<file path="src/rtl/core/ppa_pkg.sv">
// ----------------------------------------------------------------------------
// ppa_pkg
// Shared types, codes and sizes for the packed pixel access block.
// ----------------------------------------------------------------------------
package ppa_pkg;

  // frame store geometry
  localparam int MAX_WIDTH  = 128;
  localparam int MAX_HEIGHT = 128;
  localparam int DEPTH      = MAX_WIDTH * MAX_HEIGHT;
  localparam int ADDR_W     = $clog2(DEPTH);

  // request queue between front and back
  localparam int Q_DEPTH = 2;
  localparam int QPTR_W  = (Q_DEPTH > 1) ? $clog2(Q_DEPTH) : 1;
  localparam int QCNT_W  = $clog2(Q_DEPTH + 1);

  // command codes
  localparam logic [1:0] CMD_READ  = 2'd0;
  localparam logic [1:0] CMD_WRITE = 2'd1;
  localparam logic [1:0] CMD_CLEAR = 2'd2;

  // colour modes
  localparam logic [1:0] MODE_MONO   = 2'd0;
  localparam logic [1:0] MODE_RGB565 = 2'd1;
  localparam logic [1:0] MODE_ARGB   = 2'd2;

  // configuration register indexes
  localparam logic [1:0] REG_WIDTH  = 2'd0;
  localparam logic [1:0] REG_HEIGHT = 2'd1;
  localparam logic [1:0] REG_MODE   = 2'd2;

  // classified operations handed to the back end
  localparam logic [1:0] OP_NOP   = 2'd0;
  localparam logic [1:0] OP_READ  = 2'd1;
  localparam logic [1:0] OP_WRITE = 2'd2;
  localparam logic [1:0] OP_CLEAR = 2'd3;

  typedef struct packed {
    logic [1:0]         cmd;
    logic signed [15:0] pos_x;
    logic signed [15:0] pos_y;
    logic [31:0]        pixel_in;
  } req_t;

  typedef struct packed {
    logic [31:0] pixel_out;
    logic        outside;
  } rsp_t;

  typedef struct packed {
    logic [7:0] frame_width;
    logic [7:0] frame_height;
    logic [1:0] colour_mode;
  } cfg_t;

  typedef struct packed {
    logic [1:0]        op;
    logic              outside;
    logic [1:0]        mode;
    logic [4:0]        shift;
    logic [ADDR_W-1:0] addr;
    logic [31:0]       pixel_in;
  } entry_t;

endpackage

</file>
<file path="src/rtl/core/ppa_queue.sv">
// ----------------------------------------------------------------------------
// ppa_queue
// Short request queue between the front and back end.
// ----------------------------------------------------------------------------
module ppa_queue (
  input  logic            clk,
  input  logic            rst,
  input  logic            push,
  input  ppa_pkg::entry_t push_entry,
  input  logic            pop,
  output ppa_pkg::entry_t head,
  output logic            not_empty,
  output logic            full
);

  ppa_pkg::entry_t                slots [ppa_pkg::Q_DEPTH];
  logic [ppa_pkg::QPTR_W-1:0]     wr_ptr;
  logic [ppa_pkg::QPTR_W-1:0]     rd_ptr;
  logic [ppa_pkg::QCNT_W-1:0]     count;

  assign head      = slots[rd_ptr];
  assign not_empty = (count != '0);
  assign full      = (count == ppa_pkg::QCNT_W'(ppa_pkg::Q_DEPTH));

  // payload slots
  always_ff @(posedge clk) begin
    if (push) begin
      slots[wr_ptr] <= push_entry;
    end
  end

  // pointers and fill count
  always_ff @(posedge clk) begin
    if (rst) begin
      wr_ptr <= '0;
      rd_ptr <= '0;
      count  <= '0;
    end else begin
      if (push) begin
        wr_ptr <= (wr_ptr == ppa_pkg::QPTR_W'(ppa_pkg::Q_DEPTH - 1)) ? '0 : wr_ptr + 1'b1;
      end
      if (pop) begin
        rd_ptr <= (rd_ptr == ppa_pkg::QPTR_W'(ppa_pkg::Q_DEPTH - 1)) ? '0 : rd_ptr + 1'b1;
      end
      if (push && !pop) begin
        count <= count + 1'b1;
      end else if (pop && !push) begin
        count <= count - 1'b1;
      end
    end
  end

endmodule

</file>
<file path="config.mk">
export PLATFORM = sky130hd
export DESIGN_NAME = ppa_queue
export DESIGN_NICKNAME = d
export VERILOG_FILES = /design/src/rtl/core/ppa_pkg.sv /design/src/rtl/core/ppa_queue.sv
export SDC_FILE = /design/constraint.sdc
export NUM_CORES = 1
export LEC_CHECK = 0
export BUFFER_PORTS_ARGS = -buffer_cell sky130_fd_sc_hd__clkbuf_2
export CELL_PAD_IN_SITES_DETAIL_PLACEMENT = 1
export CELL_PAD_IN_SITES_GLOBAL_PLACEMENT = 1
export CORE_MARGIN = 1
export CORE_UTILIZATION = 30
export DETAILED_ROUTE_END_ITERATION = 12
export GPL_TIMING_DRIVEN = 0
export PLACE_DENSITY = 0.59
export SLEW_MARGIN = 20
export SYNTH_ARGS = -nofsm -noshare
export SYNTH_HDL_FRONTEND = slang
export SYNTH_SLANG_ARGS = --single-unit
</file>
<file path="constraint.sdc">
create_clock -name clk -period 3.65 [get_ports clk]
set_input_delay 0.1825 -clock clk [delete_from_list [all_inputs] [get_ports clk]]
set_output_delay 0.1825 -clock clk [all_outputs]
set_load 0.02 [all_outputs]
</file>
Word-level counts from Yosys, hierarchy flattened. Memories as Yosys holds them, arrays and structs flattened. A register that Yosys moved wholly into a read port is not among the register bits. Index checks and enable logic that the tools add are counted. W data, S select, Z words.

Register bits after elaboration: 4. Bits in writable memories: 112. Word-level logic and storage cells: 23. Memories kept: 1.

Memories: slots (depth 2, bits a word 56, rd ports 1, clocked after memory_dff 1, wr ports 1, line ppa_queue.sv:16) `ppa_pkg::entry_t slots [ppa_pkg::Q_DEPTH];`.

Add/subtract/negate cells: 4. Equality and inequality tests: 1. Multiplexer cells: 8. Reductions and logical operators: 6.

Operators by type and width (count): $mux W1 (6); $mux W2 (2); $reduce_bool A2 Y1 (2); $add A1 B1 Y1 const B (2); $add A2 B1 Y2 const B (1); $eq A2 B2 Y1 const B (1); $logic_and A1 B1 Y1 (2); $logic_not A1 Y1 (2); $sub A2 B1 Y2 const B (1).

Depth between registers and ports, before layout.
Depth after elaboration: 4. Depth in mapped cells: 5.

Worst setup path before layout. OpenSTA, ideal clock, no wires.

Path type: register to register. Start: register wr_ptr. End: memory slots[0][0] in the netlist's numbering (enable). Setup time: 0.477 ns. Arrival time: 2.822 ns. Required time: 3.173 ns. Slack: 0.351 ns. Stages on the path, launching flop included: 2. Path buffers: 0. Period minus slack after synthesis: 3.299 ns. Cells stage by stage: dfxtp_1 nor2b_1.

RTL lines: from (decl) (line ppa_queue.sv:17) `logic [ppa_pkg::QPTR_W-1:0] wr_ptr;`; from (signal assigned) (line ppa_queue.sv:40) `wr_ptr <= (wr_ptr == ppa_pkg::QPTR_W'(ppa_pkg::Q_DEPTH - 1)) ? '0 : wr_ptr + 1'b1;`; to (decl) (line ppa_queue.sv:16).

Straight into the memory's write port.

==> impl_metrics.tcl <==
set metrics [dict create \
    rsz0062_at_grt "no" \
    slowest_stage "mux2_2" \
    holdCritPathClass "in -> reg" \
    final_max_slew_viol_count 0 \
    cts_root_buf "clkbuf_16" \
    initial_utilization_pct 30.7 \
    syn-cell-area_um2 4260 \
    path_delay_family "buffers and inverters" \
    slew_headroom_pct 53.5 \
    ys_ff_latch 117 \
    chipWidth_um 121 \
    fin_nets 453 \
    cts_hold_buf 57 \
    multiInputGateArea_um2 747 \
    drive_above_1_share_pct 51.4 \
    post_cts_resized 0 \
    cts_setup_buffers 0 \
    num_io_pins 118 \
    power_w 0.00339 \
    status "completed" \
    synth_cell_types 18 \
    postPlaceCellArea_um2 5150 \
    tightest_slew_ps 696 \
    finalWirelength_um 8240 \
    port_buffers 117 \
    vias 2448 \
    syn_nets 257 \
    design_area_um2 6200 \
    drtAntennaViolNets 0 \
    min_period_over_period_pct 49.5 \
    ys_seq_area_share_pct 81.3 \
    avgRoutedWirePerCell_um 14.1 \
    clkLatencyLatePin_ps 400 \
    period_needed_ps 1810 \
    grt_pass1_vias 2676 \
    route.detailed.drc 0 \
    core_area_um2 13900 \
    avgSynthCellArea_um2 21.7 \
    critPathCaptureType "output pin" \
    setup_viol 0 \
    path_clk_slew_ps 50 \
    num_antenna_cells 0 \
    critPathArrivalTime_ps 1620 \
    max_cap_violations 0 \
    row_count 43 \
    path_class "reg -> out" \
    clk_path_buf_depth 2 \
    critical_path.max_fanout 10 \
    critPathMaxStageDelay_ps 350 \
    ir_worst_vdd_v 0.000232 \
    cts_inserted_buffers 17 \
    dp_hpwl_um 5210 \
    synth_cells 196 \
    required_ps 3470 \
    max_freq_mhz 554 \
    grtUsageTotal_pct 12.5 \
    first_iter_violations 77 \
    cp_cell_sequence "buf_4 -> buf_6 -> mux2_2 -> clkbuf_2" \
    fillers 1384 \
    place_congestion 0.630 \
    cts_tree "yes" \
    dieHeight_um 121 \
    final_common_cell "clkbuf_2" \
    drt_first_pass_iters 4 \
    hp-start "pop" \
    die_area_um2 14700 \
    cp_num_buf_inv 3 \
    grt_max_degree 33 \
    hold_viol_final 0 \
    areaGrowthSynthToFinish_pct 45.5 \
    htreeDepth 4 \
    grt_overflow 0 \
    antenna_found_initial 0 \
    leakage_nw 2.39 \
    skew_ps 4.08 \
    p_per_area_nw_per_um2 547 \
    timing.rr.start "wr_ptr" \
    viasPerCell 4.20 \
    crit_path_start_kind "flop" \
    grt_pass1_wl_um 13200 \
    final_cell_mix "clkbuf_2, edfxtp_1, dlygate4sd3_1, mux2_2, clkbuf_16" \
    cts.sinks 117 \
    yosys_warnings 0 \
    final-seq-area_um2 3460 \
]
## cells by family (layout without fill, tap and decap cells)
logic type | count (synthesis) | after routing | synth area share (%)
adder cells (fa/ha/maj) | 1 | 1 | 0.294
flip-flops | 117 | 117 | 81.3
multiplexers | 56 | 56 | 14.8
AO/OA/AOI/OAI | 2 | 2 | 0.235
buffers and inverters | 7 | 214 | 1.44
AND/OR/NAND/NOR | 9 | 9 | 1.15
XOR/XNOR | 4 | 4 | 0.822
## registers in the layout, summed over array words and instances (netlist names), named ones only
name    cells
slots     112
count       2
wr_ptr      1
rd_ptr      1
## final timing paths
kind | to | slack (ps) | cells after the start
max | head[2] | 1840 | 4
min | flop | 60 | 3
max reg2reg | slots[0][3] | 2150 | 2
min reg2reg | flop | 520 | 2
## worst reg2reg max path, cell delays in order (launching register included)
cell	delay (ps)
dfxtp_1	350
nor2b_4	570
buf_12	270
## routing by layer
metal / GRT usage (%) / wire, um / vias to the layer above / share of wire, %
met1: 13.7 / 3510 / 1192 / 43
met3: 4.42 / 407 / 16 / 4.9
met5: 0 / 0 / - / 0
met4: 6.71 / 193 / 0 / 2.3
li1: - / - / 1165 / -
met2: 21.0 / 4140 / 75 / 50
## stage by stage
stage | util [%] | TNS (ps) | worst slack, ps | hold slack, ps | std cells
final | 44.7 | 0 | 1840 | 64.8 | 583
after global routing | 44.7 | 0 | 1720 | 80.5 | 583
after CTS | 44.7 | 0 | 1780 | 44.1 | 583
after detailed placement | 37.1 | 0 | 2090 | 376 | 496
after global placement | 36.5 | -76660 | -1370 | 372 | 493
after floorplan | - | 0 | 351 | 252 | 196
## synth_stat cells
master	number	area share, %
and2_1	1	0.15
mux2_2	56	15
nor2b_1	1	0.15
and2b_2	1	0.21
or2_2	1	0.15
buf_2	1	0.12
buf_4	1	0.18
ha_1	1	0.29
o21ai_0	1	0.12
a21oi_1	1	0.12
buf_6	4	1.1
xor2_1	2	0.41
inv_1	1	0.088
nor2_1	4	0.35
edfxtp_1	112	79
or3_1	1	0.15
dfxtp_1	5	2.3
xnor2_1	2	0.41
## area by class of cell
class                   count  share of cell area (%)
multi-input cells          72                    12.0
flip-flops and latches    117                    55.9
clock inverters            10                   0.686
inverters                   1                  0.0605
repair buffers            177                    19.7
clock buffers              20                    7.04
plain buffers               6                   0.928
well taps                 180                    3.63
## power by group
group	total (W)	leakage, nW	switching [W]	internal [W]
Clock	0.00135	0.238	0.000517	0.000834
Combinational	0.000449	1.06	0.000241	0.000209
Sequential	0.00159	1.09	0.0000205	0.00157
(Power assumes the default switching activity.)
