===== config.mk =====
export PLATFORM = sky130hd
export DESIGN_NAME = ppa_front
export DESIGN_NICKNAME = d
export VERILOG_FILES = /design/src/rtl/core/ppa_pkg.sv /design/src/rtl/core/ppa_front.sv
export SDC_FILE = /design/constraint.sdc
export NUM_CORES = 1
export LEC_CHECK = 0
export BUFFER_PORTS_ARGS = -buffer_cell sky130_fd_sc_hd__buf_4
export CAP_MARGIN = 0
export CORE_MARGIN = 3
export CORE_UTILIZATION = 44
export DETAILED_ROUTE_END_ITERATION = 10
export PLACE_DENSITY = 0.8
export RECOVER_POWER = 50
export SLEW_MARGIN = 20
export SYNTH_ARGS = -nofsm -noshare
export SYNTH_HDL_FRONTEND = slang
export SYNTH_SLANG_ARGS = --single-unit

===== constraint.sdc =====
create_clock -name vclk -period 5.5
set_input_delay 0.825 -clock vclk [all_inputs]
set_output_delay 0.825 -clock vclk [all_outputs]
set_load 0.03 [all_outputs]

===== src/rtl/core/ppa_pkg.sv =====
// ----------------------------------------------------------------------------
// ppa_pkg
// Shared types, codes and sizes for the packed pixel access block.
// ----------------------------------------------------------------------------
package ppa_pkg;

  // frame store geometry
  localparam int MAX_WIDTH  = 128;
  localparam int MAX_HEIGHT = 128;
  localparam int DEPTH      = MAX_WIDTH * MAX_HEIGHT;
  localparam int ADDR_W     = $clog2(DEPTH);

  // request queue between front and back
  localparam int Q_DEPTH = 2;
  localparam int QPTR_W  = (Q_DEPTH > 1) ? $clog2(Q_DEPTH) : 1;
  localparam int QCNT_W  = $clog2(Q_DEPTH + 1);

  // command codes
  localparam logic [1:0] CMD_READ  = 2'd0;
  localparam logic [1:0] CMD_WRITE = 2'd1;
  localparam logic [1:0] CMD_CLEAR = 2'd2;

  // colour modes
  localparam logic [1:0] MODE_MONO   = 2'd0;
  localparam logic [1:0] MODE_RGB565 = 2'd1;
  localparam logic [1:0] MODE_ARGB   = 2'd2;

  // configuration register indexes
  localparam logic [1:0] REG_WIDTH  = 2'd0;
  localparam logic [1:0] REG_HEIGHT = 2'd1;
  localparam logic [1:0] REG_MODE   = 2'd2;

  // classified operations handed to the back end
  localparam logic [1:0] OP_NOP   = 2'd0;
  localparam logic [1:0] OP_READ  = 2'd1;
  localparam logic [1:0] OP_WRITE = 2'd2;
  localparam logic [1:0] OP_CLEAR = 2'd3;

  typedef struct packed {
    logic [1:0]         cmd;
    logic signed [15:0] pos_x;
    logic signed [15:0] pos_y;
    logic [31:0]        pixel_in;
  } req_t;

  typedef struct packed {
    logic [31:0] pixel_out;
    logic        outside;
  } rsp_t;

  typedef struct packed {
    logic [7:0] frame_width;
    logic [7:0] frame_height;
    logic [1:0] colour_mode;
  } cfg_t;

  typedef struct packed {
    logic [1:0]        op;
    logic              outside;
    logic [1:0]        mode;
    logic [4:0]        shift;
    logic [ADDR_W-1:0] addr;
    logic [31:0]       pixel_in;
  } entry_t;

endpackage


===== src/rtl/core/ppa_front.sv =====
// ----------------------------------------------------------------------------
// ppa_front
// Classifies a request: bounds check, word address and bit position.
// ----------------------------------------------------------------------------
module ppa_front (
  input  ppa_pkg::req_t   req,
  input  ppa_pkg::cfg_t   cfg,
  output ppa_pkg::entry_t entry
);

  always_comb begin
    logic [15:0] w_eff;
    logic [15:0] h_eff;
    logic [15:0] w_last;
    logic [15:0] xu;
    logic [15:0] yu;
    logic [15:0] col;
    logic [31:0] addr_full;
    logic        out_of;

    // register values above the store size count as the store size
    w_eff = ({8'b0, cfg.frame_width} > 16'(ppa_pkg::MAX_WIDTH)) ?
            16'(ppa_pkg::MAX_WIDTH) : {8'b0, cfg.frame_width};
    h_eff = ({8'b0, cfg.frame_height} > 16'(ppa_pkg::MAX_HEIGHT)) ?
            16'(ppa_pkg::MAX_HEIGHT) : {8'b0, cfg.frame_height};
    w_last = w_eff - 16'd1;
    xu = req.pos_x;
    yu = req.pos_y;

    // negative coordinates have the sign bit set
    out_of = req.pos_x[15] | req.pos_y[15] | (xu >= w_eff) | (yu >= h_eff);

    // word index within the row, counted from the right end
    case (cfg.colour_mode)
      ppa_pkg::MODE_MONO: begin
        col         = (w_last >> 5) - (xu >> 5);
        entry.shift = ~xu[4:0];
      end
      ppa_pkg::MODE_RGB565: begin
        col         = (w_last >> 1) - (xu >> 1);
        entry.shift = xu[0] ? 5'd0 : 5'd16;
      end
      default: begin
        col         = w_last - xu;
        entry.shift = 5'd0;
      end
    endcase

    addr_full = 32'(yu) * 32'(ppa_pkg::MAX_WIDTH) + 32'(col);
    entry.addr     = addr_full[ppa_pkg::ADDR_W-1:0];
    entry.mode     = cfg.colour_mode;
    entry.pixel_in = req.pixel_in;
    entry.outside  = 1'b0;

    // operation select
    case (req.cmd)
      ppa_pkg::CMD_CLEAR: entry.op = ppa_pkg::OP_CLEAR;
      ppa_pkg::CMD_READ, ppa_pkg::CMD_WRITE: begin
        if (out_of) begin
          entry.op      = ppa_pkg::OP_NOP;
          entry.outside = 1'b1;
        end else if (cfg.colour_mode inside {ppa_pkg::MODE_MONO, ppa_pkg::MODE_RGB565,
                                             ppa_pkg::MODE_ARGB}) begin
          entry.op = (req.cmd == ppa_pkg::CMD_READ) ? ppa_pkg::OP_READ : ppa_pkg::OP_WRITE;
        end else begin
          entry.op = ppa_pkg::OP_NOP;
        end
      end
      default: entry.op = ppa_pkg::OP_NOP;
    endcase
  end

endmodule


[After elaboration in Yosys (flattened, before gate mapping)]
Index checks and enable logic that the tools add are counted.
Operators by class
  $lt $le $gt $ge: 4
  equal/unequal tests: 4
  muxes and demuxes: 11
  add/sub/neg operators: 5
  reductions and logical operators: 4
  bitwise gates (word level): 4
Operators with widths (number)
  16-bit by 8-bit greater-or-equal comparator with 1-bit output: 2
  14-bit case mux with 2 select lines: 1
  14-bit subtractor: 2
  8-bit greater-than comparator, second input constant: 2
  8-bit two-way mux: 2
  14-bit adder: 1
  11-bit by 11-bit subtractor with 12-bit output: 1
  5-bit case mux with 2 select lines: 1
  8-bit by 1-bit subtractor with 9-bit output, second input constant: 1
  2-bit two-way mux: 3
  5-bit two-way mux: 1
  5-bit NOT: 1
  2-bit by 1-bit == test with 1-bit output, second input constant: 2
  2-bit == test, second input constant: 2
  2-bit zero test: 2
  2-bit case mux with 2 select lines: 1
  1-bit bitwise OR: 3
  3-bit nonzero test: 1
  1-bit two-way mux: 2
  2-bit OR reduction: 1
Storage, ports and cells
  flip-flop bits (word level): 0
  bits of input ports: 84
  output and inout bits: 56
  logic and storage cells: 32

[Depth between registers and ports, before layout]
  depth after elaboration: 7
  mapped depth: 24

[Worst setup path after synthesis]
OpenSTA, ideal clock, no wires.
  path kind: input to output
  from: in cfg[17] (netlist name)
  to: out entry[45] (netlist name)
  data required time: 4.675 ns
  stages on the path: 22
  data arrival time: 5.417 ns
  slack: -0.742 ns
  buffers on the path: 1
  cells stage by stage: clkinv_1 -> nand2_1 -> ha_1 -> nand2b_1 -> nor4_1 -> ha_1 -> buf_6 -> a21o_1 -> a31oi_4 -> nand2_1 -> xnor2_1 -> nor2_1 -> a211oi_1 -> a21oi_1 -> ha_1 -> fa_1 -> a21o_1 -> a21oi_1 -> o21bai_1 -> a21oi_1 -> xor2_1 -> xnor2_1
RTL lines
  from (decl): RTL line ppa_front.sv:7  | input ppa_pkg::cfg_t cfg,
  to (decl): RTL line ppa_front.sv:8  | output ppa_pkg::entry_t entry

==> results.yml <==
timing:
  period_needed_ns: 5.67
  setup_viol: 2
  hold-worst-slack_ns: 1.65
  rsz0062_at_grt: "yes"
  final_max_slew_viol_count: 0
  worst_pin_slew_ns: 0.562
  setup_tns_ns: -0.173
  hold_violations: 0
  finalWorstSetupSlack_ns: -0.168
  period_share_pct: 103
  max_freq_ghz: 0.176
  relSlewSlack_pct: 62.2
cells_and_area:
  design.seq.count: 0
  area_growth_pct: 44.8
  fillers: 443
  layout.nets: 629
  drive_gt1_share_pct: 43.2
  antenna_cells: 0
  nClkBuffers: 0
  seq_area_um2: 0
  stdcell_count: 570
  multi_input_area_mm2: 0.00249
global_routing:
  grtUsageTotal_pct: 23.1
  globalRouteOverflowTotal: 0
  grt_pass1_wl_um: 14200
  antenna_found_initial: 0
  grt_pass1_vias: 3213
  grt_max_degree: 32
place:
  hpwl_um: 7170
  io_buffers: 76
  dp.cells: 558
  gp_congestion: 0.944
power_and_ir_drop:
  total_power_mw: 0.507
  power_density_mw_per_mm2: 130
  leakagePower_nw: 1.97
  worst_ir_drop_vdd_uv: 83.9
worst_hold_path:
  min_delay_path_depth: 0
  min_from: "req[10]"
  min_path_type: "in2out"
  min_to: "entry[10]"
yosys:
  syn_area_mm2: 0.00270
  syn_inst: 389
  synth_cell_types: 61
  avgSynthCellArea_um2: 6.95
  synth_seq_area_share_pct: 0
  synthTopCellsByArea: "ha_1 19%, buf_4 9.4%, xnor2_1 6.5%, a21oi_1 5.0%, inv_1 4.4%"
  yosys_warnings: 0
  synth_top_area_share_pct: 19.0
  synth_nets: 518
  synth_top_area_cell: "ha_1"
die:
  chipWidth_um: 84.4
  die-area_mm2: 0.00712
  pin_count: 140
  start_util_pct: 47.3
  row_count: 27
  core_mm2: 0.00571
  die_height_um: 84.4
outcome:
  violations: "negative setup slack"
  status: "finished, violations left"
job:
  maxCapViolCount: 0
critical_path:
  crit_fanout: 7
  start_kind: "primary input"
  critPathArrivalTime_ns: 4.84
  end_kind: "primary output"
  critPathKind: "in2out"
  required_ns: 4.68
drt:
  drc: 0
  wl_um: 9310
  postRouteAntennaNets: 0
  dr.pass1.iters: 5
  vias: 3285
  drtIter0Drc: 312
  viasPerCell: 5.76
  wl_per_cell_um: 16.3
clock_network:
  holdBufCountCts: 0
-- cell usage in the layout, fill, tap and decap left out, types with 4 or more instances in the layout --
cell / n
o31ai_1: 5
xor2_1: 10
nor2_1: 28
buf_4: 157
mux2_2: 4
a21o_1: 13
o21a_1: 6
o21ai_0: 13
xnor2_1: 17
a21oi_1: 18
ha_1: 34
a211oi_1: 5
inv_1: 32
nand3_1: 7
ha_4: 4
nand2_1: 29
or2_2: 4
a31oi_1: 7
a21oi_2: 10
nor2b_1: 7
nand2b_1: 8
nor3_1: 4
-- worst max-delay path: stages --
cell and delay, ns:
buf_4 0.12, or3_4 0.40, buf_4 0.15, nor4_4 0.13, buf_4 0.18, buf_4 0.12, ha_2 0.29, buf_4 0.19
a21oi_2 0.22, inv_1 0.08, a31oi_1 0.20, o21ai_1 0.08, nor2_1 0.14, o311ai_2 0.16, fa_2 0.39, a21o_1 0.18
a21oi_2 0.18, o21bai_1 0.12, a21oi_2 0.22, xor2_2 0.19, xnor2_2 0.13, buf_6 0.15
-- area by class of cell --
class | count | area share [%]
Inverter | 33 | 3.29
Multi-Input combinational cell | 306 | 63.7
Tap cell | 72 | 2.30
Timing Repair Buffer | 159 | 30.7
-- cells by family after synthesis --
family	Yosys count	synth area share, %
compound gates	110	27.9
xor+xnor	31	10.0
fa+ha+maj	45	21.9
buf+inv	83	17.0
mux	5	2.04
simple gates	115	21.1
-- repair_timing --
action | 4_1_cts | 5_1_grt
pin swaps | 25 | 26
setup endpoints to repair | 3 | 4
setup buffers | 9 | 3
gates resized for setup | 18 | 20
-- synthesized netlist by cell type, drive strengths merged (2+ instances only) --
cell type / n
a21boi: 3
nand3: 7
nor2: 28
nand4: 3
nor3: 6
buf: 43
a21oi: 28
nor2b: 8
a211o: 2
o221ai: 2
nor4: 5
o21bai: 4
o21ai: 16
nand2b: 9
and3: 4
ha: 41
clkbuf: 7
a211oi: 6
xnor2: 20
a21o: 13
nand2: 32
a22oi: 5
or3: 3
o31ai: 5
or2: 4
a31oi: 10
fa: 4
xor2: 11
inv: 32
mux2: 4
o21a: 6
-- power breakdown --
part	switching (mW)	internal (mW)	leakage, nW	total [mW]
Sequential	0	0	0	0
Combinational	0.269	0.238	1.97	0.507
Clock	0	0	0	0
-- worst max-delay path by stage --
stage          startpoint   endpoint  cells past startpoint
2_1_floorplan     cfg[15]  entry[45]                     17
3_3_place_gp      cfg[12]  entry[45]                     21
3_5_place_dp      cfg[12]  entry[45]                     21
4_1_cts           cfg[12]  entry[45]                     22
5_1_grt           cfg[13]  entry[45]                     22
6_report          cfg[13]  entry[45]                     22
-- per-stage QoR --
stage / instance area, µm² / setup WS (ns) / util (%)
4_1_cts: 3790 / -0.0752 / 66.4
3_5_place_dp: 3620 / -0.307 / 63.5
5_1_grt: 3910 / -0.335 / 68.5
3_3_place_gp: 3620 / -0.168 / 63.5
6_report: 3910 / -0.168 / 68.5
2_1_floorplan: 2770 / 0.0270 / -
-- metal layers --
metal  wire length [µm]  share of wire [%]  global-route usage, %
met1               3970                 43                   32.0
met2               4530                 49                   39.8
met3                602                6.5                  0.687
met4                202                2.2                   5.18
met5                  0                  0                      0
Note: power is estimated with default switching activity, not from simulation.
